File: config.mk
export PLATFORM = sky130hd
export DESIGN_NAME = ttcw_ctrl
export DESIGN_NICKNAME = d
export VERILOG_FILES = /design/src/rtl/core/ttcw_pkg.sv /design/src/rtl/core/ttcw_ctrl.sv
export SDC_FILE = /design/constraint.sdc
export NUM_CORES = 1
export LEC_CHECK = 0
export BUFFER_PORTS_ARGS = -buffer_cell sky130_fd_sc_hd__buf_2
export CORE_AREA = 2 2 39 41
export DETAILED_ROUTE_END_ITERATION = 10
export DIE_AREA = 0 0 41 43
export PLACE_DENSITY = 0.34
export SLEW_MARGIN = 0
export SYNTH_ARGS = -nofsm -noshare
export SYNTH_HDL_FRONTEND = slang
export SYNTH_SLANG_ARGS = --single-unit
File: constraint.sdc
create_clock -name clk_i -period 1.67 [get_ports clk_i]
set_input_delay 0.167 -clock clk_i [delete_from_list [all_inputs] [get_ports clk_i]]
set_output_delay 0.167 -clock clk_i [all_outputs]
set_load 0.005 [all_outputs]
File: src/rtl/core/ttcw_pkg.sv
// ----------------------------------------------------------------------------
// ttcw_pkg
// Shared types and constants for the text terminal character writer: item and
// result payloads, controller states, and the command and status bundles.
// ----------------------------------------------------------------------------
package ttcw_pkg;

  localparam logic [7:0]  NEWLINE_CODE = 8'd10;
  localparam logic [7:0]  SPACE_CODE   = 8'h20;
  localparam logic [7:0]  RESET_COLOR  = 8'h07;
  localparam logic [15:0] RESET_BLANK  = {RESET_COLOR, SPACE_CODE};

  typedef struct packed {
    logic        kind;
    logic [7:0]  char_code;
    logic [10:0] cell_index;
  } ttcw_item_t;

  typedef struct packed {
    logic [10:0] cursor_offset;
    logic [15:0] cell_value;
    logic        scrolled;
  } ttcw_result_t;

  typedef enum logic [1:0] {
    ST_CLEAR,
    ST_IDLE,
    ST_READ,
    ST_SCROLL
  } ttcw_state_e;

  // Controller to datapath.
  typedef struct packed {
    logic put;        // put item accepted this cycle
    logic read;       // read item accepted this cycle
    logic read_done;  // cell data for the read item is available
    logic clear;      // one step of the clearing pass after reset
    logic scroll;     // one step of the scroll sweep
  } ttcw_cmd_t;

  // Datapath to controller.
  typedef struct packed {
    logic item_read;    // the offered item is a read
    logic put_scrolls;  // the offered put moves past the last row
    logic clear_last;   // clearing pass is at its last cell
    logic scroll_last;  // scroll sweep is at its last step
  } ttcw_sts_t;

endpackage

File: src/rtl/core/ttcw_ctrl.sv
// ----------------------------------------------------------------------------
// ttcw_ctrl
// Controller for the text terminal writer: sequences the clearing pass, read
// items and the scroll sweep, and drives busy.
// ----------------------------------------------------------------------------
module ttcw_ctrl (
  input  logic                clk_i,
  input  logic                rst_ni,
  input  logic                start,
  output logic                busy,
  input  ttcw_pkg::ttcw_sts_t sts_i,
  output ttcw_pkg::ttcw_cmd_t cmd_o
);

  ttcw_pkg::ttcw_state_e state_q, state_d;
  logic accept;

  assign accept = start && (state_q == ttcw_pkg::ST_IDLE);

  always_comb begin
    state_d = state_q;
    case (state_q)
      ttcw_pkg::ST_CLEAR: begin
        if (sts_i.clear_last) state_d = ttcw_pkg::ST_IDLE;
      end
      ttcw_pkg::ST_IDLE: begin
        if (start) begin
          if (sts_i.item_read) begin
            state_d = ttcw_pkg::ST_READ;
          end else if (sts_i.put_scrolls) begin
            state_d = ttcw_pkg::ST_SCROLL;
          end
        end
      end
      ttcw_pkg::ST_READ: begin
        state_d = ttcw_pkg::ST_IDLE;
      end
      ttcw_pkg::ST_SCROLL: begin
        if (sts_i.scroll_last) state_d = ttcw_pkg::ST_IDLE;
      end
      default: begin
        state_d = ttcw_pkg::ST_IDLE;
      end
    endcase
  end

  always_comb begin
    busy            = (state_q != ttcw_pkg::ST_IDLE);
    cmd_o.put       = accept && !sts_i.item_read;
    cmd_o.read      = accept && sts_i.item_read;
    cmd_o.read_done = (state_q == ttcw_pkg::ST_READ);
    cmd_o.clear     = (state_q == ttcw_pkg::ST_CLEAR);
    cmd_o.scroll    = (state_q == ttcw_pkg::ST_SCROLL);
  end

  always_ff @(posedge clk_i or negedge rst_ni) begin
    if (!rst_ni) begin
      state_q <= ttcw_pkg::ST_CLEAR;
    end else begin
      state_q <= state_d;
    end
  end

endmodule

# Word level (Yosys, flattened, before mapping)

Cells that the tools add are included.

Word-level logic and storage cells: 21
Output and inout port bits: 6
Flip-flop bits (word level): 2
Input bits: 7

Equal/unequal tests: 8
Reduce and logical (&&, ||, !) cells: 6
Muxes and demuxes: 6

Operators with widths:

| cell                 | count |
|---|---|
| $mux W2              | 5 |
| $pmux W2 S4          | 1 |
| $ne A2 B2 Y1 const B | 3 |
| $eq A2 B2 Y1 const B | 2 |
| $reduce_and A4 Y1    | 1 |
| $logic_and A1 B1 Y1  | 3 |
| $ne A3 B3 Y1 const B | 1 |
| $eq A2 B1 Y1 const B | 1 |
| $logic_not A2 Y1     | 1 |
| $ne A2 B1 Y1 const B | 1 |
| $logic_not A1 Y1     | 1 |

# Depth between registers and ports, before layout

Depth in word-level cells: 4
Depth in mapped cells: 3
Gate-level depth less buffers: 3

# Worst setup path after synthesis

OpenSTA, ideal clock, no wires.

Path type: register -> output
Start: reg state_q[1]
End: out cmd_o[4] (netlist bit)
Setup slack: 0.728 ns
Data required time: 1.503 ns
Data arrival time: 0.775 ns
Path buffers: 0
Stages on the path, launching flop included: 3
Cells stage by stage: dfrtp_1 -> nand2b_2 -> nor3b_2

RTL lines:

| what                   | RTL line        | RTL |
|---|---|---|
| start, declared        | ttcw_ctrl.sv:15 | `ttcw_pkg::ttcw_state_e state_q, state_d;` |
| start signal, assigned | ttcw_ctrl.sv:58 | `state_q <= ttcw_pkg::ST_CLEAR;` |
| start signal, assigned | ttcw_ctrl.sv:60 | `state_q <= state_d;` |
| end, declared          | ttcw_ctrl.sv:12 | `output ttcw_pkg::ttcw_cmd_t cmd_o` |

==> metrics.md <==
| Metric | Value |
|---|---|
| Sequential Power Share | 0.291 |
| Total power | 234.3 uW |
| DR iter-0 viols | 4 |
| P&R area growth vs syn | 82.57% |
| First-pass GRT wire length | 558 um |
| ANT cells | 0 |
| Drt pass-1 iters | 2 |
| Total gr overflow | 0 |
| H-Tree Level Count | 1 |
| Worst Skew | between 1 and 1.5 ps |
| VDD IR-drop max | between 0.0002 and 0.00025 V |
| Final Max Slew Viols | 0 |
| Setup TNS | 0 ps |
| Pwr Density | approximately 940 nW/um2 |
| RSZ-0062 raised after global routing | false |
| Netlist cell types | 13 |
| Chip width | around 40 um |
| FF-to-FF Start | state_q[0] |
| Vias | 154 |
| Vias in the first global route | between 150 and 200 |
| CTS Buf Count | 3 |
| CP Max Fanout | 7 |
| Chip Height | ~43 um |
| Max-Cap Viols | 0 |
| Clk network pwr share | 0.451 |
| Crit-path cells | nand2b_2 > nor3b_2 > buf_2 |
| Via-per-instance ratio | 3.348 |
| Top reg by flops | state_q |
| Slew margin rel. | 0.8561 |
| Remaining antenna violation count | 0 |
| Nets@finish | 39 |
| Status | finished clean |
| Core area | between 1000 and 1500 um2 |
| Syn Area/Cell | approximately 9.7 um2 |
| Achievable Freq | between 0.7 and 0.8 GHz |
| Clock Latency Late Sink | 220 ps |
| Met2 global-route usage | 0.06250 |
| Count of buffers from port buffering | 12 |
| Max Root-Sink Buffers | 2 |
| Final Hold Viols | 0 |
| IO Pins | 13 |
| Sw Ratio | 0.2589 |
| Final Wtd Congestion | about 0.52 |
| Post-Syn Area | between 100 and 150 um2 |
| Initial antenna violation count | 0 |
| GRT Max-Usage Layer | met2 |
| Worst-path clk slew | roughly 30 ps |
| Total track usage | 0.05110 |
| Met3 Use GR | 0.03141 |
| Routed len/inst | 7.696 um |
| Min-delay src | sts_i[1] |
| Slowest cell delay on critical path | 420 ps |
| Combinational share of power | 0.259 |
| Seq/Total Area, Yosys | 0.3670 |
| Synth Net Count | 21 |
| Flip-flop and latch count after synthesis | 2 |
| LEAKAGE | roughly 0.13 nW |
| CP Class | flop to output pin |
| Cells after synthesis | 14 |
| Clock sink total | 2 |
| Grt met1 use | 0.05112 |
| Fraction of layout cells with a size suffix above 1 | 0.6000 |
| Final period util | 0.7676 |
| Fill cells | ~160 |
| Final setup viols | 0 |
| Worst Path Arrival | 1110 ps |
| CTS tree | done |
| Commonest non-fill, non-tap cell in the layout | buf_2 |
| Synthesis Warnings | 0 |
| Worst-margin pin slew | 215.9 ps |
| Row count | 14 |
| Top Registers | state_q x2 |
| Crit path launch type | flop |
| Final WL | around 350 um |
| Starting Density | 0.09855 |
| Largest register FFs | 2 |
| Psw | around 61 uW |
| Worst min path class | primary input to flop |
| Critical-path top delay cell | dfrtp_1 |
| Commonest cells after routing, fill and taps aside | buf_2 (12), clkbuf_4 (3), dfrtp_1 (2) |
| Drt drc | 0 |
| Pin count of the biggest net entering global routing | 9 |
| Die Footprint | around 1800 um2 |
| Final Critical Period | between 1000 and 1500 ps |
| Pint | ~170 uW |
| Root Buffer | clkbuf_4 |
| Crit end category | output pin |
| Critical path data required time | approximately 1500 ps |
| CP Launch Point | state_q[1] |
[critical path, delay by kind of cell (launching register included)]
| family | cells | cell delay, ps |
|---|---|---|
| buffers and inverters | 1 | 120 |
| flip-flops | 1 | 420 |
| AND/OR/NAND/NOR | 2 | 350 |
[area by class of cell]
type / instances / area, um2 / share of cell area
multi-input cells: 12 / 86.33 / 0.3467
repair buffers: 13 / 70.07 / 0.2814
flip-flops and latches: 2 / 50.05 / 0.2010
clock buffers: 3 / 22.52 / 0.09045
well taps: 16 / 20.02 / 0.08040
[synthesized netlist by cell type (all sizes together)]
cell    instances  area share
nor3b           1       0.092
nor2            1       0.027
mux2i           1       0.073
nor2b           1       0.046
o21ai           2       0.073
and4b           1       0.073
nand3           1       0.037
and2            2        0.10
nand2b          2        0.11
dfrtp           2        0.37
[through the flow]
step / util / instance area (um2) / hold WS [ps] / std cells / setup WS, ps
floorplan: - / 136.4 / -128.6 / 14 / 728.4
finish: 0.1799 / 249.0 / 167.4 / 46 / 388.0
global placement: 0.1564 / 216.5 / -47.16 / 42 / 620.6
detailed placement: 0.1564 / 216.5 / -45.57 / 42 / 612.0
CTS: 0.1799 / 249.0 / 165.7 / 46 / 367.2
global route: 0.1799 / 249.0 / 203.9 / 46 / 296.7
[path summary, 6_finish.rpt]
path                                   end  slack, ps  cells past startpoint
worst max-delay path              cmd_o[4]        390                      3
worst min-delay path            state_q[0]        170                      3
worst max register to register  state_q[0]        850                      3
worst min register to register  state_q[0]        580                      1
max in group asynchronous       state_q[1]       1310                      2
min in group asynchronous       state_q[0]        260                      2
[power groups by stage]
stage	combinational, mW	sequential (mW)	clock (mW)
after floorplan	0.0324	0.0660	0
after global placement	0.0607	0.0683	0
after detailed placement	0.0606	0.0687	0
after CTS	0.0626	0.0682	0.112
after global routing	0.0695	0.0718	0.118
final	0.0606	0.0681	0.106
[layer usage]
layer	wire length (um)	vias up	share of wire
li1	-	81	-
met1	139	67	0.39
met2	180	6	0.51
met3	34	0	0.096
met4	0	0	0
met5	0	-	0
[what timing repair did]
| action | in CTS | in global routing |
|---|---|---|
| hold buffers | 1 | 0 |
| gates resized for setup | 0 | 0 |
| endpoints found under the hold margin | 2 | 0 |
| setup buffers | 0 | 0 |
[kinds of logic (layout without fill, tap and decap cells)]
kind of cell           count (synthesis)  count (layout)  share of synthesized area
AOI/OAI and AO/OA                      2               2                    0.07332
buffers and inverters                  0              16                          0
DFF                                    2               2                     0.3670
muxes                                  1               1                    0.07340
and+or+nand+nor                        9               9                     0.4863
No activity file was read; power rests on OpenSTA's default activity.
